<file path="src/design/usb_in_data_packetizer_defines.svh">
// Assertion macros for the USB IN data packetizer.
// Used by the top level; assumes clock aclk and active-low reset aresetn in scope.
`ifndef USB_IN_DATA_PACKETIZER_DEFINES_SVH
`define USB_IN_DATA_PACKETIZER_DEFINES_SVH

// Check a consequence in the same cycle as its condition.
`define USBP_ASSERT_SAME(label, ante, cons) \
    label: assert property (@(posedge aclk) disable iff (!aresetn) (ante) |-> (cons)) \
        else $error("usbp: same-cycle check failed");

// Check a consequence in the cycle after its condition.
`define USBP_ASSERT_NEXT(label, ante, cons) \
    label: assert property (@(posedge aclk) disable iff (!aresetn) (ante) |=> (cons)) \
        else $error("usbp: next-cycle check failed");

`endif

</file>
<file path="src/design/usbp_pkg.sv">
// Shared types, constants and the CRC-16 byte update for the USB IN data packetizer.
// No dependencies; the framer, serializer and top level refer to it by scoped names.
package usbp_pkg;

    // Sizing
    localparam int MAX_PACKET_BYTES = 8;
    localparam int ENDPOINT_COUNT   = 2;
    localparam int EP_W             = (ENDPOINT_COUNT > 1) ? $clog2(ENDPOINT_COUNT) : 1;
    localparam int BIP_W            = $clog2(MAX_PACKET_BYTES + 1);
    localparam int MAX_RESULTS      = 7;
    localparam int CNT_W            = $clog2(MAX_RESULTS + 1);
    localparam int LEN_W            = 4;
    localparam int PKT_OVERHEAD     = 3;

    // Protocol constants
    localparam logic [7:0]  PID_DATA1  = 8'h4B;
    localparam logic [7:0]  PID_TOGGLE = 8'h88;
    localparam logic [15:0] CRC_INIT   = 16'hFFFF;
    localparam logic [15:0] CRC_POLY   = 16'hA001;

    // Item kinds
    localparam logic KIND_PAYLOAD = 1'b0;
    localparam logic KIND_EMPTY   = 1'b1;

    typedef struct packed {
        logic       kind;
        logic       endpoint;
        logic [7:0] data_byte;
        logic       last_byte;
        logic       send_short;
        logic       force_data1;
    } in_t;

    typedef struct packed {
        logic [7:0]       out_byte;
        logic             packet_start;
        logic             packet_end;
        logic [LEN_W-1:0] packet_length;
        logic             transfer_end;
    } out_t;

    // All result bytes caused by one input item
    typedef struct packed {
        logic [CNT_W-1:0]             count;
        out_t [MAX_RESULTS-1:0]       slots;
    } frame_t;

    // Reflected CRC-16 update over one byte, LSB first
    function automatic logic [15:0] crc_byte(input logic [15:0] crc, input logic [7:0] b);
        logic [15:0] c;
        c = crc ^ {8'h00, b};
        for (int k = 0; k < 8; k++) begin
            if (c[0]) begin
                c = (c >> 1) ^ CRC_POLY;
            end else begin
                c = c >> 1;
            end
        end
        return c;
    endfunction

endpackage

</file>
<file path="src/design/usbp_framer.sv">
// Packet framer: keeps per-endpoint PID toggles, CRC and packet fill, and builds
// every result byte of one item in a single pass. Depends on usbp_pkg.
module usbp_framer (
    input  logic             aclk,
    input  logic             aresetn,
    input  logic             item_valid,
    output logic             item_ready,
    input  usbp_pkg::in_t    item,
    output logic             frame_valid,
    input  logic             frame_ready,
    output usbp_pkg::frame_t frame
);

    logic [7:0]                  data_pid_reg  [usbp_pkg::ENDPOINT_COUNT];
    logic [7:0]                  data_pid_next [usbp_pkg::ENDPOINT_COUNT];
    logic [15:0]                 crc_reg, crc_next;
    logic [usbp_pkg::BIP_W-1:0]  bip_reg, bip_next;
    logic                        in_transfer_reg, in_transfer_next;
    logic [usbp_pkg::EP_W-1:0]   cur_ep_reg, cur_ep_next;
    logic                        accept;

    function automatic usbp_pkg::out_t mk_out(input logic [7:0] b, input logic st,
                                              input logic en,
                                              input logic [usbp_pkg::LEN_W-1:0] len,
                                              input logic te);
        usbp_pkg::out_t o;
        o.out_byte      = b;
        o.packet_start  = st;
        o.packet_end    = en;
        o.packet_length = len;
        o.transfer_end  = te;
        return o;
    endfunction

    function automatic logic [usbp_pkg::EP_W-1:0] sel_ep(input logic e);
        logic [usbp_pkg::EP_W-1:0] r;
        if (int'(e) >= usbp_pkg::ENDPOINT_COUNT) begin
            r = usbp_pkg::EP_W'(usbp_pkg::ENDPOINT_COUNT - 1);
        end else begin
            r = usbp_pkg::EP_W'(e);
        end
        return r;
    endfunction

    assign frame_valid = item_valid;
    assign item_ready  = frame_ready;
    assign accept      = item_valid && frame_ready;

    // Build the result bytes and the next state for the item at the input
    always_comb begin
        logic [usbp_pkg::CNT_W-1:0] n;
        logic [usbp_pkg::EP_W-1:0]  ep;
        logic [7:0]                 pid_cur;
        logic [7:0]                 pid_pkt;
        logic                       first;
        logic [usbp_pkg::BIP_W-1:0] bip_cur;
        logic [usbp_pkg::BIP_W-1:0] bip_inc;
        logic [15:0]                crc_cur;
        logic [15:0]                crc_upd;
        logic [15:0]                crc_fin;
        logic                       full;
        logic                       zlp;
        logic [usbp_pkg::LEN_W-1:0] zlp_len;

        n                = '0;
        frame            = '0;
        crc_next         = crc_reg;
        bip_next         = bip_reg;
        in_transfer_next = in_transfer_reg;
        cur_ep_next      = cur_ep_reg;
        data_pid_next    = data_pid_reg;
        ep               = in_transfer_reg ? cur_ep_reg : sel_ep(item.endpoint);
        pid_cur          = data_pid_reg[ep];
        pid_pkt          = pid_cur;
        first            = 1'b0;
        bip_cur          = '0;
        bip_inc          = '0;
        crc_cur          = crc_reg;
        crc_upd          = crc_reg;
        crc_fin          = '0;
        full             = 1'b0;
        zlp              = 1'b0;
        zlp_len          = usbp_pkg::LEN_W'(usbp_pkg::PKT_OVERHEAD);

        if (item.kind == usbp_pkg::KIND_EMPTY) begin
            // Empty transfer: optional zero-length packet, ignored while a transfer is open
            if (!in_transfer_reg && (item.force_data1 || item.send_short)) begin
                pid_pkt = item.force_data1 ? usbp_pkg::PID_DATA1
                                           : (pid_cur ^ usbp_pkg::PID_TOGGLE);
                data_pid_next[ep] = pid_pkt;
                frame.slots[n] = mk_out(pid_pkt, 1'b1, 1'b0, '0, 1'b0);
                n = n + 1'b1;
                frame.slots[n] = mk_out(8'h00, 1'b0, 1'b0, '0, 1'b0);
                n = n + 1'b1;
                frame.slots[n] = mk_out(8'h00, 1'b0, 1'b1, zlp_len, 1'b1);
                n = n + 1'b1;
                crc_next = usbp_pkg::CRC_INIT;
                bip_next = '0;
            end
        end else begin
            first   = !in_transfer_reg && (ep == '0);
            bip_cur = in_transfer_reg ? bip_reg : '0;

            // Open a packet with its PID
            if (bip_cur == '0) begin
                pid_pkt = first ? usbp_pkg::PID_DATA1 : (pid_cur ^ usbp_pkg::PID_TOGGLE);
                crc_cur = usbp_pkg::CRC_INIT;
                frame.slots[n] = mk_out(pid_pkt, 1'b1, 1'b0, '0, 1'b0);
                n = n + 1'b1;
            end

            // Payload byte
            crc_upd = usbp_pkg::crc_byte(crc_cur, item.data_byte);
            bip_inc = bip_cur + 1'b1;
            frame.slots[n] = mk_out(item.data_byte, 1'b0, 1'b0, '0, 1'b0);
            n = n + 1'b1;

            full             = bip_inc >= usbp_pkg::BIP_W'(usbp_pkg::MAX_PACKET_BYTES);
            zlp              = item.last_byte && full && item.send_short;
            crc_next         = crc_upd;
            bip_next         = bip_inc;
            in_transfer_next = 1'b1;
            cur_ep_next      = ep;

            // Close the packet with the complemented CRC, low byte first
            if (full || item.last_byte) begin
                crc_fin = ~crc_upd;
                frame.slots[n] = mk_out(crc_fin[7:0], 1'b0, 1'b0, '0, 1'b0);
                n = n + 1'b1;
                frame.slots[n] = mk_out(crc_fin[15:8], 1'b0, 1'b1,
                    usbp_pkg::LEN_W'(int'(bip_inc) + usbp_pkg::PKT_OVERHEAD),
                    item.last_byte && !zlp);
                n = n + 1'b1;
                crc_next = usbp_pkg::CRC_INIT;
                bip_next = '0;

                // Trailing zero-length packet after a full last packet
                if (zlp) begin
                    pid_pkt = pid_pkt ^ usbp_pkg::PID_TOGGLE;
                    frame.slots[n] = mk_out(pid_pkt, 1'b1, 1'b0, '0, 1'b0);
                    n = n + 1'b1;
                    frame.slots[n] = mk_out(8'h00, 1'b0, 1'b0, '0, 1'b0);
                    n = n + 1'b1;
                    frame.slots[n] = mk_out(8'h00, 1'b0, 1'b1, zlp_len, 1'b1);
                    n = n + 1'b1;
                end
                if (item.last_byte) begin
                    in_transfer_next = 1'b0;
                end
            end
            data_pid_next[ep] = pid_pkt;
        end
        frame.count = n;
    end

    // Advance the framing state on each accepted transaction
    always_ff @(posedge aclk) begin
        if (!aresetn) begin
            for (int i = 0; i < usbp_pkg::ENDPOINT_COUNT; i++) begin
                data_pid_reg[i] <= usbp_pkg::PID_DATA1;
            end
            crc_reg         <= usbp_pkg::CRC_INIT;
            bip_reg         <= '0;
            in_transfer_reg <= 1'b0;
            cur_ep_reg      <= '0;
        end else if (accept) begin
            data_pid_reg    <= data_pid_next;
            crc_reg         <= crc_next;
            bip_reg         <= bip_next;
            in_transfer_reg <= in_transfer_next;
            cur_ep_reg      <= cur_ep_next;
        end
    end

endmodule

</file>
<file path="src/design/usbp_serializer.sv">
// Result buffer: holds the bytes of one framed item and hands them out one per
// transaction. Depends on usbp_pkg.
module usbp_serializer (
    input  logic             aclk,
    input  logic             aresetn,
    input  logic             frame_valid,
    output logic             frame_ready,
    input  usbp_pkg::frame_t frame,
    output logic             m_valid,
    input  logic             m_ready,
    output usbp_pkg::out_t   m_item
);

    usbp_pkg::frame_t           frame_reg;
    logic [usbp_pkg::CNT_W-1:0] idx_reg, idx_next;
    logic                       busy_reg, busy_next;
    logic                       last_slot;
    logic                       load;

    assign last_slot   = usbp_pkg::CNT_W'(idx_reg + 1'b1) == frame_reg.count;
    assign frame_ready = !busy_reg || (m_ready && last_slot);
    assign load        = frame_valid && frame_ready && (frame.count != '0);
    assign m_valid     = busy_reg;
    assign m_item      = frame_reg.slots[idx_reg];

    // Step through the buffer; load when idle or as the last byte leaves
    always_comb begin
        busy_next = busy_reg;
        idx_next  = idx_reg;
        if (busy_reg && m_ready) begin
            if (last_slot) begin
                busy_next = 1'b0;
            end else begin
                idx_next = idx_reg + 1'b1;
            end
        end
        if (load) begin
            busy_next = 1'b1;
            idx_next  = '0;
        end
    end

    always_ff @(posedge aclk) begin
        if (!aresetn) begin
            busy_reg <= 1'b0;
            idx_reg  <= '0;
        end else begin
            busy_reg <= busy_next;
            idx_reg  <= idx_next;
        end
    end

    // Capture the frame payload
    always_ff @(posedge aclk) begin
        if (load) begin
            frame_reg <= frame;
        end
    end

endmodule

</file>
<file path="src/design/usb_in_data_packetizer.sv">
// Top level of the USB IN data packetizer: input register, framer, result buffer.
// Depends on usbp_pkg, usbp_framer, usbp_serializer and usb_in_data_packetizer_defines.svh.

// Takes payload bytes for the IN endpoints one transaction at a time and returns the packet
// stream: PID, up to eight payload bytes, then the complemented CRC-16 low and high bytes,
// with optional zero-length packets. An item is registered on entry and framed in one pass
// from the input register; the result bytes are captured in the result buffer, which
// offers them. The result buffer sends one byte per cycle while m_ready is high, and takes
// the next framed item only when idle or as its last byte leaves; an item yields one to
// seven bytes, or none. Mid-packet payload bytes flow at one item per cycle while m_ready
// is high, and a packet of n payload bytes is n + 3 bytes long. While earlier bytes still wait
// on m_ready, the block takes one further item into its input register and then stalls.
`include "usb_in_data_packetizer_defines.svh"

module usb_in_data_packetizer (
    input  logic           aclk,
    input  logic           aresetn,
    input  logic           s_valid,
    output logic           s_ready,
    input  usbp_pkg::in_t  s_item,
    output logic           m_valid,
    input  logic           m_ready,
    output usbp_pkg::out_t m_item
);

    usbp_pkg::in_t    in_item_reg;
    logic             in_valid_reg;
    logic             fr_ready;
    logic             frame_valid;
    logic             frame_ready;
    usbp_pkg::frame_t frame;

    // Input register: refill when empty or whenever the framer takes the held item
    assign s_ready = !in_valid_reg || fr_ready;

    always_ff @(posedge aclk) begin
        if (!aresetn) begin
            in_valid_reg <= 1'b0;
        end else if (s_ready) begin
            in_valid_reg <= s_valid;
        end
    end

    always_ff @(posedge aclk) begin
        if (s_valid && s_ready) begin
            in_item_reg <= s_item;
        end
    end

    usbp_framer u_framer (
        .aclk        (aclk),
        .aresetn     (aresetn),
        .item_valid  (in_valid_reg),
        .item_ready  (fr_ready),
        .item        (in_item_reg),
        .frame_valid (frame_valid),
        .frame_ready (frame_ready),
        .frame       (frame)
    );

    usbp_serializer u_serializer (
        .aclk        (aclk),
        .aresetn     (aresetn),
        .frame_valid (frame_valid),
        .frame_ready (frame_ready),
        .frame       (frame),
        .m_valid     (m_valid),
        .m_ready     (m_ready),
        .m_item      (m_item)
    );

    // Held item stays put while the framer is blocked
    `USBP_ASSERT_NEXT(a_in_hold, in_valid_reg && !fr_ready, in_valid_reg && $stable(in_item_reg))
    // Only a packet's closing byte carries a length
    `USBP_ASSERT_SAME(a_len_on_end, m_valid && !m_item.packet_end, m_item.packet_length == '0)
    // A transfer ends only on a packet's closing byte
    `USBP_ASSERT_SAME(a_te_on_end, m_valid && m_item.transfer_end, m_item.packet_end)
    // A PID byte never closes a packet
    `USBP_ASSERT_SAME(a_pid_not_end, m_valid && m_item.packet_start, !m_item.packet_end)

endmodule

</file>
<file path="config.mk">
export PLATFORM = sky130hd
export DESIGN_NAME = usb_in_data_packetizer
export DESIGN_NICKNAME = d
export VERILOG_FILES = /design/src/design/usbp_pkg.sv /design/src/design/usbp_framer.sv /design/src/design/usbp_serializer.sv /design/src/design/usb_in_data_packetizer.sv
export VERILOG_INCLUDE_DIRS = /design/src /design/src/design
export SDC_FILE = /design/constraint.sdc
export NUM_CORES = 1
export LEC_CHECK = 0
export BUFFER_PORTS_ARGS = -buffer_cell sky130_fd_sc_hd__buf_4
export CORE_UTILIZATION = 60
export DETAILED_ROUTE_END_ITERATION = 16
export HOLD_SLACK_MARGIN = 0.12
export PLACE_DENSITY_LB_ADDON = 0.2
export SETUP_SLACK_MARGIN = 0.2
export SYNTH_ARGS = -nofsm -noshare
export SYNTH_HDL_FRONTEND = slang
export SYNTH_SLANG_ARGS = --single-unit
</file>
<file path="constraint.sdc">
create_clock -name aclk -period 4.3 [get_ports aclk]
set_input_delay 0.645 -clock aclk [delete_from_list [all_inputs] [get_ports aclk]]
set_output_delay 0.645 -clock aclk [all_outputs]
set_load 0.005 [all_outputs]
</file>
Yosys cells after proc, flatten, opt, wreduce, memory -nomap -nowiden

Index checks and enable logic that the tools add are counted.

Register bits: 164
Output and inout port bits: 17
Logic and storage cells: 211

Add/sub/neg operators: 9
$lt $le $gt $ge: 16
Eq/ne operators: 2
Mux-type cells: 77
Bitwise gates (word level): 22
Reduce and logical (&&, ||, !) cells: 34

Operators with widths:

| operator            | count |
|---|---|
| $bwmux 105          | 4 |
| $mux 16             | 23 |
| $demux 15 s3        | 6 |
| $mux 105            | 2 |
| $mux 15             | 9 |
| $and 105x105->105   | 1 |
| $not 105->105       | 1 |
| $mux 8              | 11 |
| $and 77x77->77      | 1 |
| $not 77->77         | 1 |
| $bmux 15 s3         | 1 |
| $mux 45             | 1 |
| $mux 36             | 1 |
| $bwmux 16           | 2 |
| $lt 3x4->1 const B  | 7 |
| $or 28x28->28       | 1 |
| $not 2->3           | 8 |
| $add 3x1->3 const B | 7 |
| $ge 3x1->1 const B  | 6 |
| $logic_and 1x1->1   | 17 |
| $mux 4              | 4 |
| $not 16->16         | 1 |
| $xor 16x8->16       | 1 |
| $mux 3              | 4 |
| 20 further kinds    | 40 |

Depth between registers and ports, before layout

Depth in word-level cells: 38
Gate-level depth with buffers: 10
Mapped depth without buffers: 8

By module

Synthesis repeated with hierarchy kept, for this count alone.

Cell total of the unflattened synthesis: 691
Area total of the unflattened synthesis: 8051.5 um2

By module, submodules not included:

| module                 | instances | cells each | area an instance (um2) |
|---|---|---|---|
| usbp_serializer        | 1         | 239        | 4346.7 |
| usbp_framer            | 1         | 434        | 3256.9 |
| usb_in_data_packetizer | 1         | 18         | 447.9 |

Worst setup path after synthesis

Ideal clock, no wire load.

Path kind: register -> register
From: register u_framer.in_transfer_reg
To: register u_serializer.idx_reg[0] in the netlist's numbering
Library setup time: 117 ps
Data arrival time: 3724 ps
Slack: 459 ps
Cell stages (with the launch flop): 10
Path buffers: 2
Clock period less this slack: 3841 ps
Cell sequence: dfxtp_1 > clkbuf_1 > nand2_1 > ha_1 > nand2_2 > buf_2 > ha_1 > a41oi_2 > nand2b_1 > nor2_1

Word-level cells in the longest chain between the ends: 16
Elaborated cells between the ends (all ways): 24
Those cells by class: add/sub (7); order compare (1); mux (7); reduce/logical (9)

RTL lines:

| item                               | line                  | RTL |
|---|---|---|
| start, declared                    | usbp_framer.sv:18     | `logic in_transfer_reg, in_transfer_next;` |
| start signal, assigned             | usbp_framer.sv:170    | `in_transfer_reg <= in_transfer_next;` |
| $mux 4                             | usbp_framer.sv:102    | `bip_cur = in_transfer_reg ? bip_reg : '0;` |
| $logic_not 4->1                    | usbp_framer.sv:105    | `if (bip_cur == '0) begin` |
| $mux 1                             | usbp_framer.sv:105    |  |
| $mux 3                             | usbp_framer.sv:85     | `if (item.kind == usbp_pkg::KIND_EMPTY) begin` |
| $add 3x1->3                        | usbp_framer.sv:116    | `n = n + 1'b1;` |
| $add 3x1->3                        | usbp_framer.sv:129    | `n = n + 1'b1;` |
| $add 3x1->3                        | usbp_framer.sv:133    | `n = n + 1'b1;` |
| $add 3x1->3                        | usbp_framer.sv:141    | `n = n + 1'b1;` |
| $add 3x1->3                        | usbp_framer.sv:143    | `n = n + 1'b1;` |
| $add 3x1->3                        | usbp_framer.sv:145    | `n = n + 1'b1;` |
| $mux 3                             | usbp_framer.sv:138    | `if (zlp) begin` |
| $mux 3                             | usbp_framer.sv:126    | `if (full \|\| item.last_byte) begin` |
| $mux 3 *                           | usbp_framer.sv:85     |  |
| $reduce_bool 3->1 *                | usbp_serializer.sv:22 | `assign load = frame_valid && frame_ready && (frame.count != '0);` |
| $logic_and 1x1->1 *                | usbp_serializer.sv:22 |  |
| $reduce_or 2->1 (no source line) * | -                     |  |
| end signal, assigned               | usbp_serializer.sv:49 | `idx_reg <= idx_next;` |
| end, declared                      | usbp_serializer.sv:15 | `logic [usbp_pkg::CNT_W-1:0] idx_reg, idx_next;` |

Mark *: on every way between the ends. The rest lies on a longest branch, timed or not. The select of a mux whose other input is x is not followed.
A chain may end at the register's enable or synchronous reset.

Worst setup path in the final report

From: register u_framer.in_transfer_reg
To: register u_serializer.frame_reg[27] in the netlist's numbering, data pin

Word-level cells in the longest chain between the ends: 31
Elaborated cells between the ends (all ways): 94
Those cells by class: add/sub (6); order compare (13); mux (47); bitwise (16); reduce/logical (12)

RTL lines:

| item                                                                | line                  | RTL |
|---|---|---|
| parallel branches: the longest is 29 deep, another holds $lt 3x4->1 | -                     |  |
| $mux 105 *                                                          | usbp_framer.sv:126    |  |
| $mux 45 *                                                           | usbp_framer.sv:85     |  |
| end signal, assigned                                                | usbp_serializer.sv:56 | `frame_reg <= frame;` |
| end, declared                                                       | usbp_serializer.sv:14 | `usbp_pkg::frame_t frame_reg;` |

Mark *: on every way between the ends. The select of a mux whose other input is x is not followed.

==> metrics.yaml <==
initial_utilization_pct: 62.2
grt_pass1_wl_um: 19700
clockPowerShare_pct: 47.2
period_share_pct: 76.9
seq_area_frac_synth_pct: 55.2
insertion_delay_ns: 0.50
yosys_warnings: 0
required_ns: 4.61
syn-mean-instance-area_sq_um: 10.8
yosys.area.top_type: "edfxtp_1"
via_per_inst: 5.92
cts_resized: 0
cp_top_family: "simple AND/OR/NAND/NOR gates"
hpwlAfterDp_um: 8690
hold_violations: 0
final-setup-viol-count: 0
drt_iter0_markers: 310
switchingPower_mw: 0.674
cts_tree: "done"
portBuffers: 33
grt_overflow: 0
num_antenna_cells: 0
drive_above_1_share_pct: 14.6
finalPower_mw: 2.88
cts_made_buffers: 17
detail_route.wl_per_cell_um: 18.5
whs_endpoint: "in_item_reg[8]"
fin_nets: 562
cts.sinks: 114
hold_path_class: "in -> reg"
worstRegToRegCells: 7
powerDensity_nw_per_um2: 454
cts_hold_buf: 0
synthArstFlopShare_pct: 0
internal_power_mw: 2.20
synth_edf_count: 71
largest_reg_flops: 58
final_util_pct: 72.8
drcViolationCount: 0
cp_slowest_stage_delay_ns: 0.64
r2r-start: "u_framer.in_transfer_reg"
dr.pass1.iters: 5
whs_path_depth: 1
cts_max_path_buffers: 2
crit_buf_inv: 1
synth_cell_types: 60
cp_cell_sequence: "nand2_1 -> ha_1 -> nand2_2 -> inv_1 -> nor2_2 -> nand2_1 -> o21ai_0"
synthTopCellsByArea: "edfxtp_1 (39%), dfxtp_1 (16%), mux2i_1 (5.5%), xnor2_1 (4.8%), nor2_1 (4.6%)"
std_cell_rows: 34
ios: 34
ys_seq_elements: 114
die_h_um: 97.1
cts.clk_slew.worst_paths_ns: 0.06
drv_cap: 0
die_w_um: 97.1
coreArea_sq_um: 8720
ir_drop_v: 0.000383
cp_max_fo: 17
grt_pass1_vias: 3742
num_vias: 3917
p_leak_nw: 2.29
arrival_ns: 3.62
nFillCells: 626
syn_inst: 503
setup-tns-final_ns: 0
yosysTopAreaCellShare_pct: 39.3
drv_slew: 0
r2r_setup_slack_ns: 0.99
postCtsSetupRepairBufs: 0
htree_levels: 4
gp_congestion: 0.949
crit_top_cell: "nand2_1"
rsz0062_at_grt: "false"
gr-usage-all-layers_pct: 27.2
cts-root-buf: "clkbuf_8"
tightest_slew_ns: 0.865
status: "completed"
swShare_pct: 23.4
die-area_sq_um: 9420
syn_to_final_growth_pct: 17.0
slowest_stage: "dfxtp_1"
hp-start: "s_item[8]"
slew_headroom_pct: 42.3
synth-main-ff-cell: "edfxtp_1"
power_frac_seq_pct: 43.4
comb_power_share_pct: 9.3
critPathKind: "reg -> reg"
antenna_found_initial: 0
grt_start_max_net_pins: 61
maxClockFrequency_mhz: 302
syn_area_sq_um: 5420
start_kind: "flip-flop"
r2r-end: "u_serializer.frame_reg[27]"
drt-total-wl_um: 12200
period_minus_slack_ns: 3.31
endpoint_kind: "flip-flop"
ant_nets: 0
fin_skew_ns: 0.00653
## kinds of logic (layout without fill, tap and decap cells)
group | count (synthesis) | count (layout) | share of synthesized area, %
mux | 32 | 32 | 5.95
simple gates | 167 | 167 | 14.4
compound gates | 107 | 107 | 12.5
fa+ha+maj | 4 | 4 | 0.923
other cells | 1 | 9 | 0.0692
buf+inv | 35 | 78 | 2.70
flops | 114 | 114 | 55.2
xor+xnor | 43 | 43 | 8.26
## routing by layer
layer / global-route usage, % / wire length, um / share of wire [%] / vias to the layer above
li1: - / - / - / 1874
met3: 5.68 / 660 / 5.4 / 21
met1: 36.7 / 5520 / 45 / 1883
met4: 9.18 / 179 / 1.5 / 0
met5: 0 / 0 / 0 / -
met2: 44.1 / 5890 / 48 / 139
## cell type report
| type | count | area, sq um | area share (%) |
|---|---|---|---|
| clock inverters | 13 | 160 | 2.52 |
| repair buffers | 37 | 278 | 4.38 |
| inverters | 9 | 33.8 | 0.532 |
| well taps | 108 | 135 | 2.13 |
| clock buffers | 19 | 422 | 6.65 |
| flip-flops and latches | 114 | 2990 | 47.2 |
| multi-input cells | 362 | 2320 | 36.6 |
## cell usage after synthesis (4+ instances only)
master    instances
edfxtp_1         71
nor2_1           67
nand2_1          50
dfxtp_1          43
mux2i_1          30
o21ai_0          30
xnor2_1          30
a21oi_1          22
o22ai_1          21
clkbuf_1         16
nand2b_1         12
and2_1           10
inv_1             9
nor3_1            7
xor2_1            7
buf_2             6
a211oi_1          4
a22oi_1           4
ha_1              4
nand3_1           4
## how the worst max path moves through the flow
stage,start,to,depth (start not counted)
4_1_cts,u_framer.in_transfer_reg,u_serializer.frame_reg[27],7
3_3_place_gp,u_serializer.idx_reg[1],u_serializer.idx_reg[2],8
6_report,u_framer.in_transfer_reg,u_serializer.frame_reg[27],7
3_5_place_dp,u_framer.in_transfer_reg,u_serializer.frame_reg[27],7
2_1_floorplan,u_framer.in_transfer_reg,u_serializer.idx_reg[0],9
5_1_grt,u_framer.in_transfer_reg,u_serializer.frame_reg[27],7
## cell usage in the layout (no fill, tap or decap), types with 2 or more instances in the layout
cell         n
nand2_2      2
nor2_1      67
conb_1       9
a211oi_1     4
a31oi_1      3
o2bb2ai_1    2
o22ai_1     21
xnor2_1     30
and2_1      10
clkbuf_1     2
clkinv_2     2
nor3_2       2
mux2_2       2
nand2b_1    12
clkinv_4     2
buf_4       37
xnor3_1      3
nand3_1      4
nand2_1     50
ha_1         4
o21ai_0     30
bufinv_16    3
clkbuf_16   16
o21ai_1      2
a22oi_1      4
xor2_1       7
inv_1        9
o211ai_1     2
nor3_1       7
a32o_1       2
nor2b_1      3
clkinvlp_4   4
dfxtp_1     43
mux2i_1     30
edfxtp_1    71
a21oi_1     22
## power groups by stage
| stage | combinational (mW) | clock (mW) | sequential (mW) |
|---|---|---|---|
| after floorplan | 0.193 | 0 | 1.26 |
| after global placement | 0.256 | 0 | 1.27 |
| after detailed placement | 0.261 | 0 | 1.27 |
| after CTS | 0.265 | 1.38 | 1.25 |
| after global routing | 0.289 | 1.43 | 1.25 |
| final | 0.268 | 1.36 | 1.25 |
## through the flow
stage	instance area (sq um)	worst slack (ns)	hold WS [ns]	std cells
finish	6340	0.993	0.314	662
global route	6340	0.748	0.292	662
CTS	6340	1.05	0.290	662
detailed placement	5760	1.06	0.429	630
global placement	5760	1.19	0.422	630
floorplan	5450	0.459	0.410	511
(Power assumes the default switching activity.)
